--- config.mk ---
export PLATFORM = sky130hd
export DESIGN_NAME = running_mean_variance
export DESIGN_NICKNAME = d
export VERILOG_FILES = /design/src/hdl/rmv_pkg.sv /design/src/hdl/rmv_div.sv /design/src/hdl/rmv_mul.sv /design/src/hdl/running_mean_variance.sv
export VERILOG_INCLUDE_DIRS = /design/src /design/src/hdl
export SDC_FILE = /design/constraint.sdc
export NUM_CORES = 2
export LEC_CHECK = 0
export ABC_AREA = 1
export BUFFER_PORTS_ARGS = -buffer_cell sky130_fd_sc_hd__buf_2
export CAP_MARGIN = 30
export CORE_MARGIN = 8
export CORE_UTILIZATION = 45
export CTS_BUF_LIST = sky130_fd_sc_hd__clkbuf_16
export DETAILED_ROUTE_END_ITERATION = 7
export RECOVER_POWER = 25
export SYNTH_ARGS = -nofsm -noshare
export SYNTH_HDL_FRONTEND = slang
export SYNTH_SLANG_ARGS = --single-unit
--- constraint.sdc ---
create_clock -name clk -period 6.2 [get_ports clk]
set_input_delay 0.93 -clock clk [delete_from_list [all_inputs] [get_ports clk]]
set_output_delay 0.93 -clock clk [all_outputs]
set_load 0.1 [all_outputs]
--- src/hdl/running_mean_variance_defines.svh ---
// ----------------------------------------------------------------------------
// running_mean_variance assertion macros
// concurrent assertion wrappers, empty when SYNTHESIS is defined
// ----------------------------------------------------------------------------
`ifndef RUNNING_MEAN_VARIANCE_DEFINES_SVH
`define RUNNING_MEAN_VARIANCE_DEFINES_SVH

`ifndef SYNTHESIS
// same-cycle implication
`define RMV_ASSERT(label, clk, rst_n, ante, cons) \
    label: assert property (@(posedge clk) disable iff (!rst_n) (ante) |-> (cons)) \
        else $error("running_mean_variance: assertion failed");
// next-cycle implication
`define RMV_ASSERT_NEXT(label, clk, rst_n, ante, cons) \
    label: assert property (@(posedge clk) disable iff (!rst_n) (ante) |=> (cons)) \
        else $error("running_mean_variance: assertion failed");
`else
`define RMV_ASSERT(label, clk, rst_n, ante, cons)
`define RMV_ASSERT_NEXT(label, clk, rst_n, ante, cons)
`endif

`endif

--- src/hdl/rmv_pkg.sv ---
// ----------------------------------------------------------------------------
// rmv_pkg
// shared types and constants of the running mean / variance block
// ----------------------------------------------------------------------------
`default_nettype none

package rmv_pkg;

    localparam int SAMPLE_WIDTH_DEF = 32;
    localparam int FRAC_BITS_DEF    = 16;

    localparam int SAMPLE_W = 32;
    localparam int MEAN_W   = 48;
    localparam int VAR_W    = 64;
    localparam int COUNT_W  = 32;
    localparam int DIV_W    = 64;

    localparam logic [COUNT_W-1:0] COUNT_MAX = '1;

    typedef struct packed {
        logic [SAMPLE_W-1:0] sample;
        logic                restart;
    } item_t;

    typedef struct packed {
        logic [MEAN_W-1:0]  mean;
        logic [VAR_W-1:0]   variance;
        logic [COUNT_W-1:0] sample_count;
    } result_t;

    // divider status toward the sequencer
    typedef struct packed {
        logic done;
        logic sat;
        logic rem_nz;
    } div_stat_t;

    typedef enum logic [2:0] {
        ST_IDLE,
        ST_SETUP,
        ST_DIV1,
        ST_UPD,
        ST_MUL,
        ST_DIV2
    } state_t;

endpackage

`default_nettype wire

--- src/hdl/rmv_div.sv ---
// ----------------------------------------------------------------------------
// rmv_div
// restoring divider, 128-bit dividend by 64-bit divisor, one quotient bit
// per cycle; quotient saturates to all ones when it would exceed 64 bits
// ----------------------------------------------------------------------------
`default_nettype none

module rmv_div (
    input  wire logic                        clk,
    input  wire logic                        rst_n,
    input  wire logic                        start,
    input  wire logic [rmv_pkg::DIV_W-1:0]   num_hi,
    input  wire logic [rmv_pkg::DIV_W-1:0]   num_lo,
    input  wire logic [rmv_pkg::DIV_W-1:0]   den,
    output logic      [rmv_pkg::DIV_W-1:0]   quot,
    output rmv_pkg::div_stat_t               stat
);

    localparam int DW    = rmv_pkg::DIV_W;
    localparam int CNT_W = $clog2(DW);
    localparam logic [CNT_W-1:0] CNT_LAST = CNT_W'(DW - 1);

    logic             busy_reg;
    logic             done_reg;
    logic             sat_reg;
    logic [CNT_W-1:0] cnt_reg;
    logic [DW-1:0]    rem_reg;
    logic [DW-1:0]    lo_reg;
    logic [DW-1:0]    den_reg;
    logic [DW-1:0]    quot_reg;

    logic [DW:0]      trial;
    logic [DW:0]      diff;
    logic             fits;
    logic [DW-1:0]    rem_next;

    // shift in the next dividend bit, the bit above bit 63 acts as carry
    always_comb
    begin
        trial    = {rem_reg, lo_reg[DW-1]};
        diff     = trial - {1'b0, den_reg};
        fits     = (trial >= {1'b0, den_reg});
        rem_next = fits ? diff[DW-1:0] : trial[DW-1:0];
    end

    always_ff @(posedge clk or negedge rst_n)
    begin
        if (!rst_n)
        begin
            busy_reg <= 1'b0;
            done_reg <= 1'b0;
            sat_reg  <= 1'b0;
            cnt_reg  <= '0;
        end
        else if (start)
        begin
            // high half not below divisor: quotient overflows
            if (num_hi >= den)
            begin
                busy_reg <= 1'b0;
                done_reg <= 1'b1;
                sat_reg  <= 1'b1;
            end
            else
            begin
                busy_reg <= 1'b1;
                done_reg <= 1'b0;
                sat_reg  <= 1'b0;
            end
            cnt_reg <= '0;
        end
        else if (busy_reg)
        begin
            cnt_reg <= cnt_reg + 1'b1;
            if (cnt_reg == CNT_LAST)
            begin
                busy_reg <= 1'b0;
                done_reg <= 1'b1;
            end
        end
    end

    always_ff @(posedge clk)
    begin
        if (start)
        begin
            rem_reg  <= num_hi;
            lo_reg   <= num_lo;
            den_reg  <= den;
            quot_reg <= (num_hi >= den) ? '1 : '0;
        end
        else if (busy_reg)
        begin
            rem_reg  <= rem_next;
            lo_reg   <= {lo_reg[DW-2:0], 1'b0};
            quot_reg <= {quot_reg[DW-2:0], fits};
        end
    end

    assign quot        = quot_reg;
    assign stat.done   = done_reg;
    assign stat.sat    = sat_reg;
    assign stat.rem_nz = (rem_reg != '0);

endmodule

`default_nettype wire

--- src/hdl/rmv_mul.sv ---
// ----------------------------------------------------------------------------
// rmv_mul
// shift-and-add multiplier, one multiplier bit per cycle
// ----------------------------------------------------------------------------
`default_nettype none

module rmv_mul #(
    parameter int W = rmv_pkg::SAMPLE_WIDTH_DEF + rmv_pkg::FRAC_BITS_DEF
) (
    input  wire logic           clk,
    input  wire logic           rst_n,
    input  wire logic           start,
    input  wire logic [W-1:0]   a,
    input  wire logic [W-1:0]   b,
    output logic      [2*W-1:0] prod,
    output logic                done
);

    localparam int CNT_W = (W > 1) ? $clog2(W) : 1;
    localparam logic [CNT_W-1:0] CNT_LAST = CNT_W'(W - 1);

    logic             busy_reg;
    logic             done_reg;
    logic [CNT_W-1:0] cnt_reg;
    logic [W-1:0]     a_reg;
    logic [2*W-1:0]   acc_reg;

    logic [W:0]       sum;
    logic [2*W-1:0]   acc_next;

    // upper half accumulates, lower half shifts the multiplier out
    always_comb
    begin
        sum      = {1'b0, acc_reg[2*W-1:W]} + (acc_reg[0] ? {1'b0, a_reg} : '0);
        acc_next = {sum, acc_reg[W-1:1]};
    end

    always_ff @(posedge clk or negedge rst_n)
    begin
        if (!rst_n)
        begin
            busy_reg <= 1'b0;
            done_reg <= 1'b0;
            cnt_reg  <= '0;
        end
        else if (start)
        begin
            busy_reg <= 1'b1;
            done_reg <= 1'b0;
            cnt_reg  <= '0;
        end
        else if (busy_reg)
        begin
            cnt_reg <= cnt_reg + 1'b1;
            if (cnt_reg == CNT_LAST)
            begin
                busy_reg <= 1'b0;
                done_reg <= 1'b1;
            end
        end
    end

    always_ff @(posedge clk)
    begin
        if (start)
        begin
            a_reg   <= a;
            acc_reg <= {{W{1'b0}}, b};
        end
        else if (busy_reg)
        begin
            acc_reg <= acc_next;
        end
    end

    assign prod = acc_reg;
    assign done = done_reg;

endmodule

`default_nettype wire

--- src/hdl/running_mean_variance.sv ---
// ----------------------------------------------------------------------------
// running_mean_variance
// sequence: setup, then two 64-step serial divisions side by side, the update, the
//   bit-serial multiply and the term2 division, which ends early when it saturates
// a new request is taken only once the previous one has finished; the final step
//   also waits while an earlier result is still waiting in the output register
// reset: rst_n clears count, mean and variance to zero and empties the output
// ----------------------------------------------------------------------------
`default_nettype none

`include "running_mean_variance_defines.svh"

module running_mean_variance #(
    parameter int SAMPLE_WIDTH = rmv_pkg::SAMPLE_WIDTH_DEF,
    parameter int FRAC_BITS    = rmv_pkg::FRAC_BITS_DEF
) (
    input  wire logic             clk,
    input  wire logic             rst_n,
    // request channel
    input  wire logic             item_valid,
    output logic                  item_ready,
    input  wire rmv_pkg::item_t   item,
    // result channel
    output logic                  result_valid,
    input  wire logic             result_ready,
    output rmv_pkg::result_t      result
);

    // width of a sample in fixed point, also bounds mean and |x - mean|
    localparam int XW      = SAMPLE_WIDTH + FRAC_BITS;
    localparam int DW      = rmv_pkg::DIV_W;
    localparam int PROD_W  = 2 * DW;
    localparam int COUNT_W = rmv_pkg::COUNT_W;
    localparam int MEAN_W  = rmv_pkg::MEAN_W;

    // ------------------------------------------------------------------
    // architectural state and request / result registers
    // ------------------------------------------------------------------
    rmv_pkg::state_t           state_reg, state_next;
    logic [COUNT_W-1:0]        count_reg;
    logic [MEAN_W-1:0]         mean_reg;
    logic [DW-1:0]             var_reg;

    logic [SAMPLE_WIDTH-1:0]   samp_reg;
    logic                      restart_reg;
    logic [COUNT_W-1:0]        k_reg;
    logic [XW-1:0]             d_reg;
    logic                      up_reg;
    logic [XW-1:0]             mean_upd_reg;
    logic [DW-1:0]             term1_reg;

    rmv_pkg::result_t          result_reg;
    logic                      result_valid_reg;

    // ------------------------------------------------------------------
    // sequencer controls
    // ------------------------------------------------------------------
    logic accept;
    logic diva_start;
    logic divb_start;
    logic mul_start;
    logic setup_en;
    logic upd_en;
    logic fin_en;
    logic out_free;

    // ------------------------------------------------------------------
    // datapath nets
    // ------------------------------------------------------------------
    logic [XW-1:0]             x_val;
    logic [XW-1:0]             mean_lo;
    logic                      x_ge;
    logic [XW-1:0]             d_val;
    logic [COUNT_W-1:0]        count_base;
    logic [COUNT_W-1:0]        k_val;

    logic [DW-1:0]             diva_hi;
    logic [DW-1:0]             diva_lo;
    logic [DW-1:0]             diva_den;
    logic [DW-1:0]             diva_quot;
    logic [DW-1:0]             divb_quot;
    rmv_pkg::div_stat_t        diva_stat;
    rmv_pkg::div_stat_t        divb_stat;

    logic [XW-1:0]             q_val;
    logic [XW-1:0]             p_val;
    logic [XW-1:0]             mean_upd_next;
    logic [DW-1:0]             term1_next;

    logic [2*XW-1:0]           mul_prod;
    logic                      mul_done;
    logic [PROD_W-1:0]         prod_wide;

    logic [DW:0]               var_sum;
    logic [DW-1:0]             var_new;

    // ------------------------------------------------------------------
    // setup: k and |x - mean| from the current state
    // a restart only drops the count; with k = 1 the old mean and
    // variance fall out of the update on their own
    // ------------------------------------------------------------------
    always_comb
    begin
        x_val      = XW'(samp_reg) << FRAC_BITS;
        mean_lo    = mean_reg[XW-1:0];
        x_ge       = (x_val >= mean_lo);
        d_val      = x_ge ? (x_val - mean_lo) : (mean_lo - x_val);
        count_base = restart_reg ? '0 : count_reg;
        // count sticks at its maximum, k then equals the maximum too
        k_val      = (count_base == rmv_pkg::COUNT_MAX) ? rmv_pkg::COUNT_MAX
                                                        : count_base + 1'b1;
    end

    // ------------------------------------------------------------------
    // update: floor(a*(k-1)/k) = a - ceil(a/k), so one division per
    // operand gives both the mean step and the scaled terms
    //   q     = d / k
    //   mean  = mean +/- q
    //   p     = d - ceil(d/k)           = floor(d*(k-1)/k)
    //   term1 = var - ceil(var/k)       = floor(var*(k-1)/k)
    // ------------------------------------------------------------------
    always_comb
    begin
        q_val         = diva_quot[XW-1:0];
        mean_upd_next = up_reg ? (mean_lo + q_val) : (mean_lo - q_val);
        p_val         = d_reg - q_val - XW'(diva_stat.rem_nz);
        term1_next    = var_reg - divb_quot - DW'(divb_stat.rem_nz);
    end

    // ------------------------------------------------------------------
    // final: term2 = floor(p*d / (k << FRAC_BITS)), saturating sum
    // ------------------------------------------------------------------
    always_comb
    begin
        var_sum = {1'b0, term1_reg} + {1'b0, diva_quot};
        var_new = var_sum[DW] ? '1 : var_sum[DW-1:0];
    end

    // divider A serves d / k first and the term2 division later
    assign prod_wide = PROD_W'(mul_prod);

    always_comb
    begin
        if (state_reg == rmv_pkg::ST_MUL)
        begin
            diva_hi  = prod_wide[PROD_W-1:DW];
            diva_lo  = prod_wide[DW-1:0];
            diva_den = DW'(k_reg) << FRAC_BITS;
        end
        else
        begin
            diva_hi  = '0;
            diva_lo  = DW'(d_val);
            diva_den = DW'(k_val);
        end
    end

    rmv_div u_div_a (
        .clk    (clk),
        .rst_n  (rst_n),
        .start  (diva_start),
        .num_hi (diva_hi),
        .num_lo (diva_lo),
        .den    (diva_den),
        .quot   (diva_quot),
        .stat   (diva_stat)
    );

    // divider B only runs var / k, alongside the first pass of A
    rmv_div u_div_b (
        .clk    (clk),
        .rst_n  (rst_n),
        .start  (divb_start),
        .num_hi ('0),
        .num_lo (var_reg),
        .den    (DW'(k_val)),
        .quot   (divb_quot),
        .stat   (divb_stat)
    );

    rmv_mul #(
        .W (XW)
    ) u_mul (
        .clk   (clk),
        .rst_n (rst_n),
        .start (mul_start),
        .a     (p_val),
        .b     (d_reg),
        .prod  (mul_prod),
        .done  (mul_done)
    );

    // ------------------------------------------------------------------
    // sequencer
    // ------------------------------------------------------------------
    assign out_free = !result_valid_reg || result_ready;

    always_ff @(posedge clk or negedge rst_n)
    begin
        if (!rst_n)
        begin
            state_reg <= rmv_pkg::ST_IDLE;
        end
        else
        begin
            state_reg <= state_next;
        end
    end

    always_comb
    begin
        state_next = state_reg;
        accept     = 1'b0;
        diva_start = 1'b0;
        divb_start = 1'b0;
        mul_start  = 1'b0;
        setup_en   = 1'b0;
        upd_en     = 1'b0;
        fin_en     = 1'b0;
        unique case (state_reg)
            rmv_pkg::ST_IDLE:
            begin
                if (item_valid)
                begin
                    accept     = 1'b1;
                    state_next = rmv_pkg::ST_SETUP;
                end
            end
            rmv_pkg::ST_SETUP:
            begin
                setup_en   = 1'b1;
                diva_start = 1'b1;
                divb_start = 1'b1;
                state_next = rmv_pkg::ST_DIV1;
            end
            rmv_pkg::ST_DIV1:
            begin
                if (diva_stat.done && divb_stat.done)
                begin
                    state_next = rmv_pkg::ST_UPD;
                end
            end
            rmv_pkg::ST_UPD:
            begin
                upd_en     = 1'b1;
                mul_start  = 1'b1;
                state_next = rmv_pkg::ST_MUL;
            end
            rmv_pkg::ST_MUL:
            begin
                if (mul_done)
                begin
                    diva_start = 1'b1;
                    state_next = rmv_pkg::ST_DIV2;
                end
            end
            rmv_pkg::ST_DIV2:
            begin
                // hold the finished sum until the output register frees up
                if (diva_stat.done && out_free)
                begin
                    fin_en     = 1'b1;
                    state_next = rmv_pkg::ST_IDLE;
                end
            end
            default:
            begin
                state_next = rmv_pkg::ST_IDLE;
            end
        endcase
    end

    assign item_ready = (state_reg == rmv_pkg::ST_IDLE);

    // ------------------------------------------------------------------
    // architectural state and result valid
    // ------------------------------------------------------------------
    always_ff @(posedge clk or negedge rst_n)
    begin
        if (!rst_n)
        begin
            count_reg        <= '0;
            mean_reg         <= '0;
            var_reg          <= '0;
            result_valid_reg <= 1'b0;
        end
        else
        begin
            if (fin_en)
            begin
                count_reg <= k_reg;
                mean_reg  <= MEAN_W'(mean_upd_reg);
                var_reg   <= var_new;
            end
            if (fin_en)
            begin
                result_valid_reg <= 1'b1;
            end
            else if (result_ready)
            begin
                result_valid_reg <= 1'b0;
            end
        end
    end

    // ------------------------------------------------------------------
    // working registers, no reset needed
    // ------------------------------------------------------------------
    always_ff @(posedge clk)
    begin
        if (accept)
        begin
            samp_reg    <= item.sample[SAMPLE_WIDTH-1:0];
            restart_reg <= item.restart;
        end
        if (setup_en)
        begin
            k_reg  <= k_val;
            d_reg  <= d_val;
            up_reg <= x_ge;
        end
        if (upd_en)
        begin
            mean_upd_reg <= mean_upd_next;
            term1_reg    <= term1_next;
        end
        if (fin_en)
        begin
            result_reg.mean         <= MEAN_W'(mean_upd_reg);
            result_reg.variance     <= var_new;
            result_reg.sample_count <= k_reg;
        end
    end

    assign result_valid = result_valid_reg;
    assign result       = result_reg;

    // ------------------------------------------------------------------
    // assertions
    // ------------------------------------------------------------------
    // a delivered result always counts at least one sample
    `RMV_ASSERT(a_result_count, clk, rst_n, result_valid_reg, result_reg.sample_count != '0)
    // the mean stays within the fixed-point sample range
    `RMV_ASSERT(a_mean_range, clk, rst_n, 1'b1, (mean_reg >> XW) == '0)
    // both dividers run the first pass in lockstep
    `RMV_ASSERT(a_div_lockstep, clk, rst_n, state_reg == rmv_pkg::ST_DIV1, diva_stat.done == divb_stat.done)
    // divisions by k never overflow the quotient
    `RMV_ASSERT(a_div_no_sat, clk, rst_n, state_reg == rmv_pkg::ST_UPD, !diva_stat.sat && !divb_stat.sat)
    // the first sample of a series leaves zero variance
    `RMV_ASSERT_NEXT(a_first_var, clk, rst_n, fin_en && (k_reg == COUNT_W'(1)), var_reg == '0)

endmodule

`default_nettype wire
## Word-level counts from Yosys, hierarchy flattened

Cells that the tools add are included.

- Reduce and logical (&&, ||, !) cells: 18
- Multiplexer cells: 68
- $lt $le $gt $ge: 5
- Eq/ne operators: 13
- Add/subtract/negate cells: 16

Operators by type and width:

| kind | number |
|---|---|
| 64-bit two-way mux | 16 |
| 48-bit two-way mux | 6 |
| 48-bit subtractor | 4 |
| 64-bit nonzero test | 2 |
| 64-bit subtractor | 2 |
| 32-bit two-way mux | 3 |
| 64-bit by 64-bit adder with 65-bit output | 1 |
| 65-bit by 32-bit >= comparator with 1-bit output | 1 |
| 65-bit by 64-bit >= comparator with 1-bit output | 1 |
| 64-bit by 1-bit subtractor with 64-bit output | 1 |
| 64-bit by 32-bit subtractor with 64-bit output | 1 |
| 48-bit by 48-bit adder with 49-bit output | 1 |
| 48-bit adder | 1 |
| 32-bit by 48-bit >= comparator with 1-bit output | 1 |
| 48-bit >= comparator | 1 |
| 48-bit by 1-bit subtractor with 48-bit output | 1 |
| 6-bit two-way mux | 6 |
| 32-bit by 1-bit adder with 32-bit output, second input constant | 1 |
| 32-bit equality test, second input constant | 1 |
| 1-bit by 32-bit >= comparator with 1-bit output, first input constant | 1 |
| 1-bit two-way mux | 31 |
| 6-bit by 1-bit adder with 6-bit output, second input constant | 3 |
| 6-bit equality test, second input constant | 3 |
| 3-bit case mux with 6 select lines | 1 |
| other kinds (14) | 30 |

- Word-level logic and storage cells: 154
- Register bits: 1134
- Input bits: 37
- Output and inout port bits: 146

## Depth between registers and ports, before layout

- Word-level depth: 7
- Mapped depth: 31
- Gate-level depth less buffers: 29

## Modules after synthesis

A second synthesis with hierarchy kept.

- Cell total of the unflattened synthesis: 13703
- Area, all modules: 94709.6 µm²

Modules (own cells, without submodules):

| module | cells an instance | area an instance (µm²) | seq. area each (µm²) | instances |
|---|---|---|---|---|
| running_mean_variance | 7007 | 46887.5 | 14814.2 | 1 |
| rmv_div (u_div_a) | 2573 | 18849.3 | 7912.6 | 1 |
| rmv_div (u_div_b) | 2608 | 18776.8 | 7912.6 | 1 |
| rmv_mul | 1515 | 10196.0 | 4043.9 | 1 |

## Worst setup path after synthesis

OpenSTA, ideal clock, no wires.

- Path kind: reg-to-reg
- Start: register state_reg[2]
- End: register u_div_a.lo_reg[0], enable pin
- Data required time: 4.668 ns
- Stages on the path, launching flop included: 10
- Buffers on the path: 3
- Setup time: 1.532 ns
- Period minus slack after synthesis: 6.458 ns
- Data arrival time: 4.926 ns
- Path slack: -0.258 ns
- Path through: dfrtp_1 > nand2_1 > inv_1 > clkbuf_1 > nand2_1 > nand2_1 > inv_1 > clkbuf_1 > clkbuf_1 > nand2_1

- Longest elaborated chain between the ends: 3
- Elaborated cells on any way between the ends: 4
- Those cells by class: 2 x eq/ne; 1 x mux; 1 x reduce/logical

Ends and longest elaborated chain:

| what | line | text |
|---|---|---|
| from (decl) | running_mean_variance.sv:39 | `rmv_pkg::state_t state_reg, state_next;` |
| from (signal assigned) | running_mean_variance.sv:202 | `state_reg <= rmv_pkg::ST_IDLE;` |
| from (signal assigned) | running_mean_variance.sv:206 | `state_reg <= state_next;` |
| 3-bit equality test or 3-bit by 1-bit equality test with 1-bit output (tied branches) | running_mean_variance.sv:220 | `unique case (state_reg)` |
| 1-bit case mux with 2 select lines * | running_mean_variance.sv:220 |  |
| 2-bit nonzero test (no source line) * | -- |  |
| to (signal assigned) | rmv_div.sv:88 | `lo_reg <= num_lo;` |
| to (signal assigned) | rmv_div.sv:95 | `lo_reg <= {lo_reg[DW-2:0], 1'b0};` |
| to (decl) | rmv_div.sv:28 | `logic [DW-1:0] lo_reg;` |

Every way passes the cells marked *; elsewhere a longest branch is shown, timed or not.
A chain may end at the register's enable or synchronous reset.

## Worst setup path after layout

- Start: register u_div_b.rem_reg[49]
- End: register term1_reg[38], data pin

- Longest elaborated chain between the ends: 2

Ends and longest elaborated chain:

| what | line | text |
|---|---|---|
| from (decl) | rmv_div.sv:27 | `logic [DW-1:0] rem_reg;` |
| from (signal assigned) | rmv_div.sv:87 | `rem_reg <= num_hi;` |
| from (signal assigned) | rmv_div.sv:94 | `rem_reg <= rem_next;` |
| 64-bit nonzero test | rmv_div.sv:103 | `assign stat.rem_nz = (rem_reg != '0);` |
| 64-bit by 1-bit subtractor with 64-bit output | running_mean_variance.sv:127 | `term1_next = var_reg - divb_quot - DW'(divb_stat.rem_nz);` |
| via term1_next[38] | running_mean_variance.sv:88 | `logic [DW-1:0] term1_next;` |
| to (signal assigned) | running_mean_variance.sv:325 | `term1_reg <= term1_next;` |
| to (decl) | running_mean_variance.sv:50 | `logic [DW-1:0] term1_reg;` |

The timed path passes the listed nets, and every way through them passes these cells.

==> out/results.md <==
| Group | Metric | Value |
|---|---|---|
| placed design | Count of input and output buffers | 182 |
| synthesis | Sequential-to-total area share from yosys stat | 41.2% |
| synthesis | Number of flops mapped to enable cells by yosys | 834 |
| floorplan | Area of the die | 184000 sq um |
| setup path | Highest fanout seen on the critical path | 4 |
| placed design | Placed Cells incl. Taps | 12100 |
| floorplan | Height of the die | 429 um |
| setup path | Worst Path Class, Setup | reg2reg |
| sta | Sum of negative setup slack | 0 ps |
| clock tree | Root buffer cell | sky130_fd_sc_hd__clkbuf_16 |
| run status | Violations in the final reports | capacitance limit, slew limit |
| clock tree | H-tree levels | 4 |
| floorplan | Starting density of the core | 45.3% |
| floorplan | Row count | 151 |
| synthesis | Cell types with the largest area share after synthesis | sky130_fd_sc_hd__edfxtp_1 33%, sky130_fd_sc_hd__nand2_1 10%, sky130_fd_sc_hd__ha_1 8.8%, sky130_fd_sc_hd__inv_1 7.5%, sky130_fd_sc_hd__o21ai_0 5.9% |
| layout | Number of flip-flops in the largest register | 144 |
| placed design | Pre-CTS setup slack | 576 ps |
| routing | Post-route DRC violation count | 0 |
| grt | Number of antenna violations at the first check in global routing | 6 |
| routing | First-pass DRT Iterations | 6 |
| clock tree | CTS tree | built |
| power | Pleak | 37.3 nW |
| setup path | Data arrival time of the critical path | 6320 ps |
| sta | Setup repair after global routing missed its margin | no |
| hold path | Type of the most critical hold path | in2reg |
| grt | Remaining global-route overflow | 0 |
| layout | Total number of nets in the final design | 10606 |
| routing | Vias post-DR | 68165 |
| setup path | Endpoint class of the critical path | flip-flop |
| setup path | CP Launch Type | flip-flop |
| synthesis | Post-Synthesis Cell Area | 76700 sq um |
| sta | Setup-failing EPs final | 0 |
| synthesis | Syn nets | 10431 |
| placed design | Half-perimeter wire length of the detailed placement result | 225000 um |
| sta | Hold violation count in the final report | 0 |
| routing | Per-cell via count in the routed design | 5.52 |
| synthesis | Average footprint of a synthesized cell | 7.79 sq um |
| clock tree | Worst skew pair latency | 800 ps |
| synthesis | Warnings, synthesis | 0 |
| synthesis | Async set-reset flop share out of synthesis | 15.4% |
| sta | Final Skew | 31.9 ps |
| sta | Portion of the clock cycle consumed by the worst path in the final layout | 93.4% |
| synthesis | Most numerous cell in the Yosys netlist | sky130_fd_sc_hd__nand2_1 |
| clock tree | Num Clock Sinks | 1118 |
| synthesis | Library cells used by synthesis | 66 |
| clock tree | Hold-fix buffers at CTS | 0 |
| routing | Overall routed net length | 283000 um |
| layout | Number of cells in the finished layout apart from fillers | 12353 |
| clock tree | Count of cells resized by post-cts repair | 0 |
| clock tree | Total CTS buffers | 134 |
| sta | Worst-case setup margin in the final layout | 409 ps |
| routing | Post-DR wirelength/cell | 22.9 um |
| synthesis | Share of the synthesized area in the top cell type | 32.7% |
| clock tree | Clock-pin slew reported for the worst setup and hold paths after clock tree synthesis | 60 ps |
| routing | Antenna viol nets, final | 0 |
| grt | Total routing usage reported by global routing | 29.7% |
| setup path | Worst endpoint required time | 6730 ps |
| sta | Slew of the pin with the lowest slew margin | 4180 ps |
| layout | Syn-to-layout area delta | 10.4% |
| layout | Layout filler cell count | 16875 |
| floorplan | Ports | 183 |
| synthesis | Synth top cells by count | 2040 x sky130_fd_sc_hd__nand2_1, 1523 x sky130_fd_sc_hd__inv_1, 1125 x sky130_fd_sc_hd__nor2_1 |
| clock tree | Maximum count of clock buffers along a single path | 3 |
| synthesis | Main flop type after synthesis | sky130_fd_sc_hd__edfxtp_1 |
| clock tree | Number of setup buffers added after CTS | 0 |
| grt | First-pass GRT wire length | 421000 um |
| grt | Largest net degree at the start of global routing | 129 |
| sta | Worst-case headroom to the max-slew limit | -179% |
| synthesis | Count of mapped cells out of synthesis | 9844 |
| routing | Number of DRC markers in iteration 0 | 6112 |
| synthesis | Number of register bits inferred by synthesis | 1118 |
| sta | Fmax | 0.173 GHz |
| sta | Number of max-slew violations in the final report | 656 |
| sta | Final worst path period need | 5790 ps |
| grt | Via count of the first global-routing pass | 66406 |
| layout | Share of final-layout standard cells stronger than drive strength 1 | 5.67% |
| placed design | RD Place Congestion | 0.985 |
| power | Pwr dens | 191 nW/um^2 |
| power | Maximum vdd drop | 322 uV |
| flow run | Count of max-cap constraint violations | 11 |
| run status | Status | complete, but fails checks |
| floorplan | Chip Width | 429 um |
| synthesis | Cell accounting for the most synthesized area | sky130_fd_sc_hd__edfxtp_1 |
| floorplan | Core Box Area | 169000 sq um |
==> cell type report <==
class / count / area [sq um] / area share [%]
repair buffers: 276 / 1660 / 1.97
clock inverters: 113 / 1100 / 1.30
diodes: 3 / 7.51 / 0.00888
inverters: 1528 / 5740 / 6.79
flip-flops and latches: 1118 / 31600 / 37.3
multi-input cells: 6961 / 38300 / 45.3
well taps: 2218 / 2780 / 3.28
clock buffers: 136 / 3400 / 4.02
==> metrics by stage <==
step           cell area [sq um]  hold slack [ps]  power, mW  util [%]
6_report                   84600              324       16.1      50.0
5_1_grt                    84600              286       16.5      50.0
2_1_floorplan              76700              426       8.11         -
4_1_cts                    84700              124       16.3      50.1
3_5_place_dp               80200              434       8.16      47.4
3_3_place_gp               80100              432       8.15      47.3
==> path summary, 6_finish.rpt <==
check	from	end	slack, ps	cells past startpoint
worst max register to register	u_div_b.rem_reg[49]	term1_reg[38]	410	22
max in group asynchronous	rst_n	u_div_a.cnt_reg[0]	2200	1
min in group asynchronous	rst_n	mean_lo[15]	1590	1
worst max-delay path	u_div_b.rem_reg[49]	term1_reg[38]	410	22
worst min register to register	k_reg[9]	result[9]	450	0
worst min-delay path	item[1]	samp_reg[0]	320	1
==> layer usage <==
metal	track usage, %	vias up	routed length (um)	share of wire (%)
met4	10.6	0	11500	4.0
met2	47.8	2206	127000	45
li1	-	33001	-	-
met1	40.9	32534	127000	45
met5	0	-	0	0
met3	4.28	424	17500	6.2
==> power breakdown <==
part                   switching (mW)  internal (mW)
Sequential     0.00000000000000000839           7.95
Combinational                  0.0359        0.00847
Clock                            3.44           4.71
Total                            3.48           12.7
==> placed cells by master, fill, tap and decap left out, types with 44 or more instances in the layout <==
master	count
sky130_fd_sc_hd__a21oi_1	713
sky130_fd_sc_hd__nand4_1	79
sky130_fd_sc_hd__ha_1	540
sky130_fd_sc_hd__nand2_1	2035
sky130_fd_sc_hd__dfrtp_1	172
sky130_fd_sc_hd__inv_1	1547
sky130_fd_sc_hd__nor4_1	44
sky130_fd_sc_hd__nor3_1	126
sky130_fd_sc_hd__o21ai_0	909
sky130_fd_sc_hd__nor2_1	1123
sky130_fd_sc_hd__buf_4	67
sky130_fd_sc_hd__dfxtp_1	112
sky130_fd_sc_hd__a21oi_2	49
sky130_fd_sc_hd__nand3_1	350
sky130_fd_sc_hd__a31oi_1	79
sky130_fd_sc_hd__buf_2	171
sky130_fd_sc_hd__xnor2_1	144
sky130_fd_sc_hd__o21bai_1	59
sky130_fd_sc_hd__edfxtp_1	834
sky130_fd_sc_hd__xor2_1	287
sky130_fd_sc_hd__clkbuf_16	136
sky130_fd_sc_hd__a21o_1	70
==> critical path, stage by stage, from the launching register on <==
cell and delay (ps):
sky130_fd_sc_hd__dfxtp_1 340, sky130_fd_sc_hd__nor2_1 220, sky130_fd_sc_hd__nand3_1 190, sky130_fd_sc_hd__nor3_1 380
sky130_fd_sc_hd__nand3_1 120, sky130_fd_sc_hd__nor3_1 470, sky130_fd_sc_hd__nand4_1 400, sky130_fd_sc_hd__fa_1 630
sky130_fd_sc_hd__inv_1 50, sky130_fd_sc_hd__ha_1 160, sky130_fd_sc_hd__or2_2 340, sky130_fd_sc_hd__fa_1 400
sky130_fd_sc_hd__inv_1 60, sky130_fd_sc_hd__nand2_1 80, sky130_fd_sc_hd__a21oi_1 200, sky130_fd_sc_hd__o21ai_0 160
sky130_fd_sc_hd__a21oi_1 190, sky130_fd_sc_hd__buf_4 180, sky130_fd_sc_hd__o21bai_1 150, sky130_fd_sc_hd__a21boi_0 330
sky130_fd_sc_hd__o21ai_0 200, sky130_fd_sc_hd__a21oi_1 200, sky130_fd_sc_hd__xor2_1 90
==> cell families (layout without fill, tap and decap cells) <==
logic type	Yosys count	in the layout	share of synthesized area, %
adder cells (fa/ha/maj)	550	550	9.08
flip-flops	1118	1118	41.2
AO/OA/AOI/OAI	2101	2101	15.2
buffers and inverters	1765	2053	8.90
other	0	3	0
AND/OR/NAND/NOR	3879	3879	20.7
XOR/XNOR	431	431	4.92
Note: power is estimated with default switching activity, not from simulation.
